--- src/rtl/fpss_pkg.sv ---
package fpss_pkg;

    localparam int VALUE_BITS    = 16;
    localparam int SUM_BITS      = VALUE_BITS + 3;
    localparam int CNT_BITS      = 3;
    localparam int RISE_BITS     = VALUE_BITS + 1;
    localparam int SIDE_BITS     = 6;
    localparam int THR_BITS      = 16;
    localparam int CFG_DATA_BITS = 16;
    localparam int CFG_IDX_BITS  = 1;
    localparam int MAX_SIDE_DEF  = 32;
    localparam int QUEUE_DEPTH   = 4;

    // Reciprocal multiply: floor(x/d) = (x * ceil(2^K/d)) >> K, exact for x < 2^SUM_BITS.
    localparam int RECIP_SHIFT = SUM_BITS + 5;
    localparam int RECIP_BITS  = RECIP_SHIFT + 1;
    localparam int PROD_BITS   = SUM_BITS + RECIP_BITS;

    localparam logic [RECIP_BITS-1:0] RECIP_1 = RECIP_BITS'(64'd1 << RECIP_SHIFT);
    localparam logic [RECIP_BITS-1:0] RECIP_2 = RECIP_BITS'(64'd1 << (RECIP_SHIFT - 1));
    localparam logic [RECIP_BITS-1:0] RECIP_3 =
        RECIP_BITS'(((64'd1 << RECIP_SHIFT) + 64'd2) / 64'd3);
    localparam logic [RECIP_BITS-1:0] RECIP_4 = RECIP_BITS'(64'd1 << (RECIP_SHIFT - 2));
    localparam logic [RECIP_BITS-1:0] RECIP_5 =
        RECIP_BITS'(((64'd1 << RECIP_SHIFT) + 64'd4) / 64'd5);

    localparam logic [SIDE_BITS-1:0] GRID_SIDE_RST = SIDE_BITS'(32);
    localparam logic [THR_BITS-1:0]  THRESHOLD_RST = THR_BITS'(41);

    localparam logic [CFG_IDX_BITS-1:0] CFG_GRID_SIDE = 1'b0;
    localparam logic [CFG_IDX_BITS-1:0] CFG_THRESHOLD = 1'b1;

    localparam logic signed [RISE_BITS-1:0] RISE_MIN = {1'b1, {VALUE_BITS{1'b0}}};

    // One averaging job handed from the front to the back.
    typedef struct packed {
        logic [SUM_BITS-1:0]   sum;
        logic [CNT_BITS-1:0]   cnt;
        logic [VALUE_BITS-1:0] old;
        logic                  last;
    } op_t;

    typedef struct packed {
        logic [VALUE_BITS-1:0]        new_value;
        logic                         sweep_end;
        logic signed [RISE_BITS-1:0]  max_rise;
        logic                         more_needed;
    } res_t;

    function automatic logic [RECIP_BITS-1:0] recip(input logic [CNT_BITS-1:0] cnt);
        logic [RECIP_BITS-1:0] r;
        case (cnt)
            3'd1:    r = RECIP_1;
            3'd2:    r = RECIP_2;
            3'd3:    r = RECIP_3;
            3'd4:    r = RECIP_4;
            3'd5:    r = RECIP_5;
            default: r = '0;
        endcase
        return r;
    endfunction

endpackage

--- src/rtl/five_point_stencil_sweep.sv ---
// A sample below row 0 yields the result for the row above: two row store reads, a sum,
// then the op queue, the back's product register and the result queue. Full is high
// until the sum is pushed; row 0 is only stored. The last sample flushes the last row.
// Reset (rst_n, async, active low): indices to zero, grid_side 32, threshold 41,
// queues empty, largest rise to its most negative value; the row store is not cleared.
module five_point_stencil_sweep
    import fpss_pkg::*;
#(
    parameter int MAX_SIDE = MAX_SIDE_DEF
)
(
    input  logic                         clk,
    input  logic                         rst_n,
    // configuration write port
    input  logic                         cfg_we,
    input  logic [CFG_IDX_BITS-1:0]      cfg_index,
    input  logic [CFG_DATA_BITS-1:0]     cfg_wdata,
    // sample side
    input  logic                         push,
    output logic                         full,
    input  logic [VALUE_BITS-1:0]        sample,
    // result side
    output logic                         empty,
    input  logic                         pop,
    output logic [VALUE_BITS-1:0]        new_value,
    output logic                         sweep_end,
    output logic signed [RISE_BITS-1:0]  max_rise,
    output logic                         more_needed
);

    localparam int NW = $clog2(MAX_SIDE + 1);

    logic [SIDE_BITS-1:0] grid_side_reg, grid_side_next;
    logic [THR_BITS-1:0]  threshold_reg, threshold_next;

    logic                 restart;
    logic [NW-1:0]        side;

    op_t                  op_in, op_out;
    logic                 op_push, op_full, op_pop, op_empty;
    res_t                 res_in, res_out;
    logic                 res_push, res_full;

    // Any grid_side write restarts the sweep; threshold writes do not.
    assign restart = cfg_we && (cfg_index == CFG_GRID_SIDE);

    always_comb
    begin
        grid_side_next = grid_side_reg;
        threshold_next = threshold_reg;
        if (cfg_we)
        begin
            case (cfg_index)
                CFG_GRID_SIDE: grid_side_next = cfg_wdata[SIDE_BITS-1:0];
                CFG_THRESHOLD: threshold_next = cfg_wdata[THR_BITS-1:0];
                default:       ;
            endcase
        end
    end

    always_ff @(posedge clk or negedge rst_n)
    begin
        if (!rst_n)
        begin
            grid_side_reg <= GRID_SIDE_RST;
            threshold_reg <= THRESHOLD_RST;
        end
        else
        begin
            grid_side_reg <= grid_side_next;
            threshold_reg <= threshold_next;
        end
    end

    // Side in use: zero acts as one, anything past MAX_SIDE is clamped.
    always_comb
    begin
        if (grid_side_reg == '0)
        begin
            side = NW'(1);
        end
        else if (grid_side_reg > SIDE_BITS'(MAX_SIDE))
        begin
            side = NW'(MAX_SIDE);
        end
        else
        begin
            side = NW'(grid_side_reg);
        end
    end

    // Front: walks the raster, gathers the five-point neighborhood from the row store.
    fpss_front #(
        .MAX_SIDE (MAX_SIDE)
    ) u_front (
        .clk     (clk),
        .rst_n   (rst_n),
        .restart (restart),
        .side    (side),
        .push    (push),
        .full    (full),
        .sample  (sample),
        .op_push (op_push),
        .op      (op_in),
        .op_full (op_full)
    );

    // Short job queue between the two halves so the flush can run ahead.
    fpss_queue #(
        .WIDTH ($bits(op_t)),
        .DEPTH (QUEUE_DEPTH)
    ) u_op_q (
        .clk   (clk),
        .rst_n (rst_n),
        .push  (op_push),
        .din   (op_in),
        .full  (op_full),
        .pop   (op_pop),
        .dout  (op_out),
        .empty (op_empty)
    );

    // Back: divide by neighbor count, track largest rise, tag the sweep end.
    fpss_back u_back (
        .clk       (clk),
        .rst_n     (rst_n),
        .restart   (restart),
        .threshold (threshold_reg),
        .op        (op_out),
        .op_empty  (op_empty),
        .op_pop    (op_pop),
        .res_push  (res_push),
        .res       (res_in),
        .res_full  (res_full)
    );

    // Output queue; a transfer happens on pop while not empty.
    fpss_queue #(
        .WIDTH ($bits(res_t)),
        .DEPTH (QUEUE_DEPTH)
    ) u_res_q (
        .clk   (clk),
        .rst_n (rst_n),
        .push  (res_push),
        .din   (res_in),
        .full  (res_full),
        .pop   (pop),
        .dout  (res_out),
        .empty (empty)
    );

    assign new_value   = res_out.new_value;
    assign sweep_end   = res_out.sweep_end;
    assign max_rise    = res_out.max_rise;
    assign more_needed = res_out.more_needed;

endmodule

--- src/rtl/fpss_queue.sv ---
module fpss_queue
    import fpss_pkg::*;
#(
    parameter int WIDTH = 1,
    parameter int DEPTH = QUEUE_DEPTH
)
(
    input  logic             clk,
    input  logic             rst_n,
    input  logic             push,
    input  logic [WIDTH-1:0] din,
    output logic             full,
    input  logic             pop,
    output logic [WIDTH-1:0] dout,
    output logic             empty
);

    // DEPTH must be a power of two so the pointers wrap on their own.
    localparam int IW = (DEPTH > 1) ? $clog2(DEPTH) : 1;

    logic [WIDTH-1:0] slot_reg [DEPTH];
    logic [IW-1:0]    wr_ptr_reg, wr_ptr_next;
    logic [IW-1:0]    rd_ptr_reg, rd_ptr_next;
    logic [IW:0]      count_reg, count_next;
    logic             push_ok, pop_ok;

    assign full    = (count_reg == (IW+1)'(DEPTH));
    assign empty   = (count_reg == '0);
    assign push_ok = push && !full;
    assign pop_ok  = pop && !empty;
    assign dout    = slot_reg[rd_ptr_reg];

    always_comb
    begin
        wr_ptr_next = push_ok ? wr_ptr_reg + IW'(1) : wr_ptr_reg;
        rd_ptr_next = pop_ok ? rd_ptr_reg + IW'(1) : rd_ptr_reg;
        count_next  = count_reg + (IW+1)'(push_ok) - (IW+1)'(pop_ok);
    end

    always_ff @(posedge clk or negedge rst_n)
    begin
        if (!rst_n)
        begin
            wr_ptr_reg <= '0;
            rd_ptr_reg <= '0;
            count_reg  <= '0;
        end
        else
        begin
            wr_ptr_reg <= wr_ptr_next;
            rd_ptr_reg <= rd_ptr_next;
            count_reg  <= count_next;
        end
    end

    always_ff @(posedge clk)
    begin
        if (push_ok)
        begin
            slot_reg[wr_ptr_reg] <= din;
        end
    end

endmodule

--- src/rtl/fpss_front.sv ---
module fpss_front
    import fpss_pkg::*;
#(
    parameter int MAX_SIDE = MAX_SIDE_DEF
)
(
    input  logic                              clk,
    input  logic                              rst_n,
    input  logic                              restart,
    input  logic [$clog2(MAX_SIDE+1)-1:0]     side,
    input  logic                              push,
    output logic                              full,
    input  logic [VALUE_BITS-1:0]             sample,
    output logic                              op_push,
    output op_t                               op,
    input  logic                              op_full
);

    localparam int NW    = $clog2(MAX_SIDE + 1);
    localparam int CW    = (MAX_SIDE > 1) ? $clog2(MAX_SIDE) : 1;
    localparam int AW    = $clog2(2 * MAX_SIDE);
    localparam int DEPTH = 2 * MAX_SIDE;

    localparam logic [1:0] ST_IDLE = 2'd0;
    localparam logic [1:0] ST_RD2  = 2'd1;
    localparam logic [1:0] ST_PUSH = 2'd2;
    localparam logic [1:0] ST_FRD1 = 2'd3;

    // Two row buffers picked by row parity.
    logic [VALUE_BITS-1:0] row_store [DEPTH];

    logic [1:0]            state_reg, state_next;
    logic [CW-1:0]         row_reg, row_next;
    logic [CW-1:0]         col_reg, col_next;
    logic [CW-1:0]         fcol_reg, fcol_next;
    logic                  flush_reg, flush_next;
    logic [VALUE_BITS-1:0] sample_reg, sample_next;
    logic [VALUE_BITS-1:0] cen_reg, cen_next;
    logic [VALUE_BITS-1:0] vert_reg, vert_next;
    logic [VALUE_BITS-1:0] rd_a_reg, rd_b_reg;

    logic                  accept;
    logic [NW-1:0]         side_m1;
    logic                  row_last, col_last, fcol_last;
    logic [CW-1:0]         ctx_col;
    logic                  ctx_pc, ctx_has_v, has_l, has_r;
    logic                  phase1, phase2, rd_en;
    logic [AW-1:0]         rd_addr_a, rd_addr_b, wr_addr;
    logic                  wr_en;
    logic [VALUE_BITS-1:0] wr_data;

    function automatic logic [AW-1:0] addr_of(input logic p, input logic [CW-1:0] c);
        return p ? AW'(MAX_SIDE) + AW'(c) : AW'(c);
    endfunction

    assign full      = (state_reg != ST_IDLE);
    assign accept    = push && (state_reg == ST_IDLE);
    assign side_m1   = side - NW'(1);
    assign row_last  = (NW'(row_reg) == side_m1);
    assign col_last  = (NW'(col_reg) == side_m1);
    assign fcol_last = (NW'(fcol_reg) == side_m1);

    // Emit mode averages the row above the arriving sample; flush mode the current row.
    assign ctx_col   = flush_reg ? fcol_reg : col_reg;
    assign ctx_pc    = flush_reg ? row_reg[0] : ~row_reg[0];
    assign ctx_has_v = flush_reg ? (row_reg != '0) : (row_reg > CW'(1));
    assign has_l     = (ctx_col != '0);
    assign has_r     = ((NW'(ctx_col) + NW'(1)) < side);

    // Read phase 1: centre and vertical; phase 2: left and right.
    assign phase1 = (accept && (row_reg != '0)) || (state_reg == ST_FRD1);
    assign phase2 = (state_reg == ST_RD2);
    assign rd_en  = phase1 || phase2;

    always_comb
    begin
        if (phase2)
        begin
            rd_addr_a = addr_of(ctx_pc, has_l ? ctx_col - CW'(1) : ctx_col);
            rd_addr_b = addr_of(ctx_pc, has_r ? ctx_col + CW'(1) : ctx_col);
        end
        else
        begin
            rd_addr_a = addr_of(ctx_pc, ctx_col);
            rd_addr_b = addr_of(~ctx_pc, ctx_col);
        end
    end

    assign op_push = (state_reg == ST_PUSH) && !op_full;

    always_comb
    begin
        op.sum = SUM_BITS'(cen_reg)
               + (ctx_has_v ? SUM_BITS'(vert_reg) : '0)
               + (has_l ? SUM_BITS'(rd_a_reg) : '0)
               + (has_r ? SUM_BITS'(rd_b_reg) : '0)
               + (flush_reg ? '0 : SUM_BITS'(sample_reg));
        op.cnt = CNT_BITS'(1) + CNT_BITS'(ctx_has_v) + CNT_BITS'(has_l)
               + CNT_BITS'(has_r) + CNT_BITS'(!flush_reg);
        op.old  = cen_reg;
        op.last = flush_reg && fcol_last;
    end

    // The new sample goes in after its slot's old value has been read.
    assign wr_en   = (accept && (row_reg == '0)) || (op_push && !flush_reg);
    assign wr_addr = addr_of(row_reg[0], col_reg);
    assign wr_data = (state_reg == ST_IDLE) ? sample : sample_reg;

    always_comb
    begin
        state_next  = state_reg;
        row_next    = row_reg;
        col_next    = col_reg;
        fcol_next   = fcol_reg;
        flush_next  = flush_reg;
        sample_next = accept ? sample : sample_reg;
        cen_next    = phase2 ? rd_a_reg : cen_reg;
        vert_next   = phase2 ? rd_b_reg : vert_reg;

        case (state_reg)
            ST_IDLE:
            begin
                if (accept)
                begin
                    if (row_reg != '0)
                    begin
                        state_next = ST_RD2;
                    end
                    else if (row_last && col_last)
                    begin
                        flush_next = 1'b1;
                        fcol_next  = '0;
                        state_next = ST_FRD1;
                    end
                    else if (col_last)
                    begin
                        col_next = '0;
                        row_next = row_reg + CW'(1);
                    end
                    else
                    begin
                        col_next = col_reg + CW'(1);
                    end
                end
            end
            ST_RD2:
            begin
                state_next = ST_PUSH;
            end
            ST_PUSH:
            begin
                if (!op_full)
                begin
                    if (flush_reg)
                    begin
                        if (fcol_last)
                        begin
                            flush_next = 1'b0;
                            row_next   = '0;
                            col_next   = '0;
                            state_next = ST_IDLE;
                        end
                        else
                        begin
                            fcol_next  = fcol_reg + CW'(1);
                            state_next = ST_FRD1;
                        end
                    end
                    else if (row_last && col_last)
                    begin
                        flush_next = 1'b1;
                        fcol_next  = '0;
                        state_next = ST_FRD1;
                    end
                    else
                    begin
                        state_next = ST_IDLE;
                        if (col_last)
                        begin
                            col_next = '0;
                            row_next = row_reg + CW'(1);
                        end
                        else
                        begin
                            col_next = col_reg + CW'(1);
                        end
                    end
                end
            end
            ST_FRD1:
            begin
                state_next = ST_RD2;
            end
            default:
            begin
                state_next = ST_IDLE;
            end
        endcase

        if (restart)
        begin
            state_next = ST_IDLE;
            row_next   = '0;
            col_next   = '0;
            fcol_next  = '0;
            flush_next = 1'b0;
        end
    end

    always_ff @(posedge clk or negedge rst_n)
    begin
        if (!rst_n)
        begin
            state_reg <= ST_IDLE;
            row_reg   <= '0;
            col_reg   <= '0;
            fcol_reg  <= '0;
            flush_reg <= 1'b0;
        end
        else
        begin
            state_reg <= state_next;
            row_reg   <= row_next;
            col_reg   <= col_next;
            fcol_reg  <= fcol_next;
            flush_reg <= flush_next;
        end
    end

    always_ff @(posedge clk)
    begin
        sample_reg <= sample_next;
        cen_reg    <= cen_next;
        vert_reg   <= vert_next;
    end

    always_ff @(posedge clk)
    begin
        if (wr_en)
        begin
            row_store[wr_addr] <= wr_data;
        end
        if (rd_en)
        begin
            rd_a_reg <= row_store[rd_addr_a];
            rd_b_reg <= row_store[rd_addr_b];
        end
    end

endmodule

--- src/rtl/fpss_back.sv ---
module fpss_back
    import fpss_pkg::*;
(
    input  logic                clk,
    input  logic                rst_n,
    input  logic                restart,
    input  logic [THR_BITS-1:0] threshold,
    input  op_t                 op,
    input  logic                op_empty,
    output logic                op_pop,
    output logic                res_push,
    output res_t                res,
    input  logic                res_full
);

    logic                         s1_valid_reg, s1_valid_next;
    logic [PROD_BITS-1:0]         prod_reg, prod_next;
    logic [VALUE_BITS-1:0]        old_reg, old_next;
    logic                         last_reg, last_next;
    logic signed [RISE_BITS-1:0]  max_reg, max_next;

    logic                         s1_ready;
    logic [VALUE_BITS-1:0]        avg;
    logic signed [RISE_BITS-1:0]  rise, new_max;
    logic                         over;

    assign s1_ready = !s1_valid_reg || !res_full;
    assign op_pop   = !op_empty && s1_ready;
    assign res_push = s1_valid_reg && !res_full;

    // Quotient by 1..5 through the reciprocal table.
    assign avg     = prod_reg[RECIP_SHIFT +: VALUE_BITS];
    assign rise    = $signed({1'b0, avg}) - $signed({1'b0, old_reg});
    assign new_max = (rise > max_reg) ? rise : max_reg;
    assign over    = (new_max > $signed({1'b0, threshold}));

    always_comb
    begin
        res.new_value   = avg;
        res.sweep_end   = last_reg;
        res.max_rise    = last_reg ? new_max : '0;
        res.more_needed = last_reg && over;
    end

    always_comb
    begin
        s1_valid_next = op_pop ? 1'b1 : (res_push ? 1'b0 : s1_valid_reg);
        prod_next     = op_pop ? PROD_BITS'(op.sum) * PROD_BITS'(recip(op.cnt)) : prod_reg;
        old_next      = op_pop ? op.old : old_reg;
        last_next     = op_pop ? op.last : last_reg;

        max_next = max_reg;
        if (restart)
        begin
            max_next = RISE_MIN;
        end
        else if (res_push)
        begin
            max_next = last_reg ? RISE_MIN : new_max;
        end
    end

    always_ff @(posedge clk or negedge rst_n)
    begin
        if (!rst_n)
        begin
            s1_valid_reg <= 1'b0;
            max_reg      <= RISE_MIN;
        end
        else
        begin
            s1_valid_reg <= s1_valid_next;
            max_reg      <= max_next;
        end
    end

    always_ff @(posedge clk)
    begin
        prod_reg <= prod_next;
        old_reg  <= old_next;
        last_reg <= last_next;
    end

endmodule

--- config.mk ---
export PLATFORM = sky130hd
export DESIGN_NAME = five_point_stencil_sweep
export DESIGN_NICKNAME = d
export VERILOG_FILES = /design/src/rtl/fpss_pkg.sv /design/src/rtl/five_point_stencil_sweep.sv /design/src/rtl/fpss_queue.sv /design/src/rtl/fpss_front.sv /design/src/rtl/fpss_back.sv
export SDC_FILE = /design/constraint.sdc
export NUM_CORES = 2
export LEC_CHECK = 0
export ABC_AREA = 1
export ABC_CLOCK_PERIOD_IN_PS = 7700
export BUFFER_PORTS_ARGS = -buffer_cell sky130_fd_sc_hd__buf_2
export CELL_PAD_IN_SITES_DETAIL_PLACEMENT = 1
export CELL_PAD_IN_SITES_GLOBAL_PLACEMENT = 2
export CORE_ASPECT_RATIO = 1.75
export CORE_UTILIZATION = 41
export CTS_BUF_LIST = sky130_fd_sc_hd__clkbuf_8 sky130_fd_sc_hd__clkbuf_16
export CTS_CLUSTER_SIZE = 30
export DETAILED_ROUTE_END_ITERATION = 16
export PLACE_DENSITY_LB_ADDON = 0.15
export SETUP_SLACK_MARGIN = 0.5
export SYNTH_ARGS = -nofsm -noshare
export SYNTH_HDL_FRONTEND = slang
export SYNTH_HIERARCHICAL = 1
export SYNTH_SLANG_ARGS = --single-unit
export TNS_END_PERCENT = 5
--- constraint.sdc ---
create_clock -name clk -period 7.7 [get_ports clk]
set_clock_uncertainty 0.2 [all_clocks]
set_input_delay 0 -clock clk [delete_from_list [all_inputs] [get_ports clk]]
set_output_delay 0 -clock clk [all_outputs]
set_load 0.02 [all_outputs]
==> Yosys cells after proc, flatten, opt, wreduce, memory -nomap -nowiden <==
Memories as Yosys holds them, arrays and structs flattened. A register that Yosys moved wholly into a read port is not among the register bits.
Index checks and enable logic that the tools add are counted.
W data, S select, Z words.
{ "totals": {"regBits": 177, "ram_bits": 1320, "in_bits": 38, "mem_count": 3} }
{ "mem_list": {"columns": ["name", "words", "word_bits", "read_ports", "rd_ports_with_merged_regs", "write_ports", "line", "rtl"], "rows": [
  ["u_front.row_store", 64, 16, 2, 2, 1, "fpss_front.sv:30", "logic [VALUE_BITS-1:0] row_store [DEPTH];"],
  ["u_op_q.slot_reg", 4, 39, 1, 0, 1, "fpss_queue.sv:21", "logic [WIDTH-1:0] slot_reg [DEPTH];"],
  ["u_res_q.slot_reg", 4, 35, 1, 0, 1, "fpss_queue.sv:21", null]
]} }
{ "op_classes": {"add_sub_neg": 28, "multipliers": 1, "order_cmp": 5, "n_eq_ne": 20, "muxes": 76, "bitwise_logic": 2, "reduce_logical": 42} }
{ "op_table": {"columns": ["operator", "count"], "rows": [
  ["$mux W5", 25],
  ["$pmux W25 S5", 1],
  ["$mux W17", 5],
  ["$mux W16", 5],
  ["$add A19 B19 Y19", 3],
  ["$mux W6", 9],
  ["$mul A19 B25 Y40", 1],
  ["$gt A17 B17 Y1", 2],
  ["$pmux W5 S2", 3],
  ["$add A6 B5 Y6 const A", 4],
  ["$add A5 B1 Y5 const B", 4],
  ["$add A16 B19 Y19", 1],
  ["$eq A5 B6 Y1", 3],
  ["$mux W1", 18],
  ["$sub A16 B16 Y17", 1],
  ["$mux W2", 8],
  ["$add A3 B1 Y3", 5],
  ["$logic_and A1 B1 Y1", 15],
  ["$reduce_and A5 Y1", 3],
  ["$eq A3 B3 Y1 const B", 4],
  ["$ne A4 B4 Y1 const B", 3],
  ["$reduce_bool A5 Y1", 2],
  ["$ne A3 B3 Y1 const B", 3],
  ["$add A2 B1 Y2 const B", 4],
  ["other kinds (26)", 42]
]} }

==> Depth between registers and ports, before layout <==
{ "logic_depth": {"depth_word": 11, "depth_mapped": 42, "depth_no_buf": 41} }

==> Modules after synthesis <==
The synthesis kept the hierarchy.
{ "modules_own_cells": {"columns": ["module", "n_inst", "cells_per_inst", "area_per_inst_um2", "seq_area_each_um2"], "rows": [
  ["fpss_front", 1, 7390, 62207.2, 33602.2],
  ["fpss_back", 1, 1759, 13416.6, 1442.6],
  ["fpss_queue at u_op_q", 1, 552, 6527.5, 4859.7],
  ["fpss_queue at u_res_q", 1, 501, 5949.5, 4379.2],
  ["five_point_stencil_sweep", 1, 105, 934.6, 555.5]
]} }

==> Worst setup path before layout <==
Ideal clock, no wire load.
{ "synth_timing": {"path_kind": "register to register", "startpoint": "register u_op_q.rd_ptr_reg[0]", "endpoint": "register u_back.prod_reg[34], data pin", "setup_ps": 252, "arrival_time_ps": 6579, "path_slack_ps": 669, "path_stages_with_launch": 36, "n_path_buf": 4, "period_less_slack_ps": 7031, "path_cell_list": "dfrtp_1 > buf_4 > buf_2 > nor2_1 > nor2_1 > o21ai_0 > nand2_1 > nand3_1 > buf_4 > nand2_2 > inv_1 > clkbuf_1 > nor2_1 > fa_1 > inv_1 > fa_1 > inv_1 > fa_1 > inv_1 > fa_1 > inv_1 > fa_1 > inv_1 > fa_1 > inv_1 > ha_1 > a21o_1 > o21bai_1 > nand2_1 > nand2_1 > nor2_1 > nand2_1 > nand2_1 > nand2_1 > nand2_1 > nand2_1"} }
{ "synth_rtl": {"columns": ["item", "line", "rtl"], "rows": [
  ["start: declaration", "fpss_queue.sv:23", "logic [IW-1:0] rd_ptr_reg, rd_ptr_next;"],
  ["start signal: assignment", "fpss_queue.sv:51", "rd_ptr_reg <= rd_ptr_next;"],
  ["end signal: assignment", "fpss_back.sv:79", "prod_reg <= prod_next;"],
  ["end: declaration", "fpss_back.sv:17", "logic [PROD_BITS-1:0] prod_reg, prod_next;"]
]} }

==> metrics.yaml <==
die_area_mm2: 0.2191
wl_met2_um: 187400
r2r_start: "u_op_q/rd_ptr_reg[0]$_DFFE_PN0P_"
cts_num_sinks: 1505
dp_hpwl_um: 239400
multiInputGateArea_mm2: 0.03529
grt_max_degree: 111
ys_ff_latch: 1505
htree_num_levels: 4
grt_use_total_pct: 32.63
synth_ff_type: "edfxtp_1"
rows: 226
gp_congestion: 0.9665
path_max_fanout: 8
yosys_warnings: 6
drive_gt1_share_pct: 7.802
wl_met3_um: 15290
cp.arrival_ns: 7.45
ant_nets: 0
syn_nets: 10830
grt_overflow_total: 0
worst_skew_pair.late_latency_ns: 0.84
hold_viol: 0
clock_path_buffers: 4
cts_root_buf: "clkbuf_16"
period_minus_slack_ns: 7.088
area_growth_pct: 11.84
crit_path_end_kind: "register"
ff2ff_path_depth: 32
register_area_mm2: 0.04485
reg2reg_slack_ns: 0.61
ios: 75
r2r-end: "u_back/prod_reg[35]$_DFFE_PP_"
synth_cells: 10310
grt_pass1_wl_um: 523200
grt_pass1_vias: 79680
start_kind: "register"
status: "complete, no violations"
wire_per_inst_um: 27.15
synth-edff-count: 1433
fillers: 25170
antenna_found_initial: 11
whs_path_depth: 4
max_slew_margin_pct: 10.77
critPathMaxStageDelay_ns: 0.57
crit_type: "register to register"
period_share_pct: 92.05
cts_tree: "done"
wl_met1_um: 123400
via_count: 74300
portBuffers: 74
top_layer_used: "met4"
core_area_mm2: 0.2160
drt-vias-per-instance: 5.567
fmax_ghz: 0.1411
start_util_pct: 41.21
drtIter0Drc: 5400
cp_data_required_time_ns: 8.06
min_from: "sample[13]"
holdPathEnd: "u_front/row_store[52][13]$_DFFE_PP_"
cap_viol_max_count: 0
setup_violations: 0
rsz0062_at_grt: "true"
drv_slew: 0
dieWidth_um: 354.3
largest_reg_flops: 1024
synthArstFlopShare_pct: 4.784
setup_tns_ns: 0
crit_path_top_delay_cell: "fa_1"
synth.distinct_cells: 58
netlist_area_mm2: 0.08904
ys_seq_area_share_pct: 50.36
drcViolationCount: 0
die_h_um: 618.5
cts_buffers: 162
worst_path_most_repeated_cell: "nand2_1"
routed_wl_um: 362300
worst_pin_slew_ns: 1.333
nets: 10900
syn_area_per_cell_um2: 8.638
clk_pin_slew_ns: 0.06
dr.pass1.iters: 6
hp-class: "primary input to register"
Yosys cell counts (all sizes together), types with 8 or more instances:
master / instances / area [um^2]
a21o: 11 / 82.58
a21oi: 92 / 460.4
a31oi: 11 / 68.82
buf: 439 / 2442
clkbuf: 90 / 344.1
clkinv: 8 / 30.03
dfrtp: 67 / 1677
edfxtp: 1433 / 43030
fa: 253 / 5065
ha: 231 / 2890
inv: 1874 / 7039
nand2: 2676 / 10110
nand3: 2212 / 11090
nand3b: 15 / 112.6
nand4: 23 / 162.7
nor2: 462 / 1749
nor3: 29 / 160.2
o211ai: 37 / 277.8
o21ai: 225 / 1182
o22ai: 8 / 50.05
xnor2: 11 / 96.34
xor2: 49 / 429.2
how the worst max path moves through the flow:
| stage | startpoint | to | slack (ns) | depth (start not counted) |
|---|---|---|---|---|
| CTS | u_op_q/rd_ptr_reg[0]$_DFFE_PN0P_ | u_back/prod_reg[27]$_DFFE_PP_ | 0.46 | 31 |
| floorplan | u_op_q/rd_ptr_reg[0]$_DFFE_PN0P_ | u_back/prod_reg[34]$_DFFE_PP_ | 0.67 | 35 |
| finish | u_op_q/rd_ptr_reg[0]$_DFFE_PN0P_ | u_back/prod_reg[35]$_DFFE_PP_ | 0.61 | 32 |
| global placement | u_op_q/rd_ptr_reg[0]$_DFFE_PN0P_ | u_back/prod_reg[39]$_DFFE_PP_ | 0.24 | 30 |
| detailed placement | u_op_q/rd_ptr_reg[0]$_DFFE_PN0P_ | u_back/prod_reg[36]$_DFFE_PP_ | 0.14 | 28 |
| global route | u_op_q/rd_ptr_reg[0]$_DFFE_PN0P_ | u_back/prod_reg[29]$_DFFE_PP_ | 0.31 | 32 |
area by class of cell:
cell class / instances / share of cell area [%]
Sequential cell: 1505 / 45.04
Tap cell: 2850 / 3.581
Multi-Input combinational cell: 6391 / 35.44
Timing Repair Buffer: 437 / 3.827
Clock buffer: 168 / 4.177
Antenna cell: 10 / 0.02513
Inverter: 1882 / 7.122
Clock inverter: 102 / 0.7866
through the flow:
step / cell area (um^2) / std cells / setup WS, ns / hold slack (ns) / util (%)
after detailed placement: 93050 / 12960 / 0.1410 / -0.3371 / 43.07
after global routing: 99560 / 13340 / 0.3106 / 0.05405 / 46.08
after CTS: 99090 / 13320 / 0.4633 / 0.002763 / 45.87
final: 99580 / 13350 / 0.6122 / 0.05468 / 46.09
after floorplan: 89040 / 10310 / 0.6687 / -0.4956 / -
after global placement: 93050 / 12960 / 0.2403 / -0.3384 / 43.07
worst max-delay path: cells and delay by family, from the launching register on:
kind | cells | cell delay, ns
adder cells (fa/ha/maj) | 7 | 3.39
buffers and inverters | 8 | 0.85
AO/OA/AOI/OAI | 4 | 0.56
AND/OR/NAND/NOR | 13 | 1.27
flip-flops | 1 | 0.53
per-layer routing:
| layer | up-vias | track usage (%) |
|---|---|---|
| li1 | 33380 | - |
| met1 | 37600 | 33.26 |
| met2 | 2338 | 59.45 |
| met3 | 975 | 3.110 |
| met4 | 0 | 28.10 |
| met5 | - | 0 |
logic make-up after synthesis:
| family | Yosys count | synth area share, % |
|---|---|---|
| compound gates | 419 | 2.693 |
| xor+xnor | 60 | 0.5902 |
| fa+ha+maj | 484 | 8.935 |
| buf+inv | 2411 | 11.07 |
| flops | 1505 | 50.36 |
| simple gates | 5428 | 26.35 |
timing repair:
action,in CTS,in global routing
pin swaps,5,41
setup endpoints to repair,16,32
hold buffers,97,0
resized for setup,44,103
endpoints found under the hold margin,927,0
buffers inserted,1,12
cell usage in the layout (no fill, tap or decap), types with 48 or more instances in the layout:
cell	count
o21ai_0	158
buf_2	73
fa_1	236
buf_4	223
o21ai_1	49
clkbuf_16	164
dfrtp_1	64
ha_1	222
edfxtp_1	1433
nor2_2	56
a21oi_1	79
xor2_1	48
nand2_1	2627
nand3_1	2206
dlygate4sd3_1	97
nor2_1	369
inv_1	1879
Power is left out: the tool's default activity adds up to more than one toggle a clock period on the data nets, which glitch-free logic cannot reach.
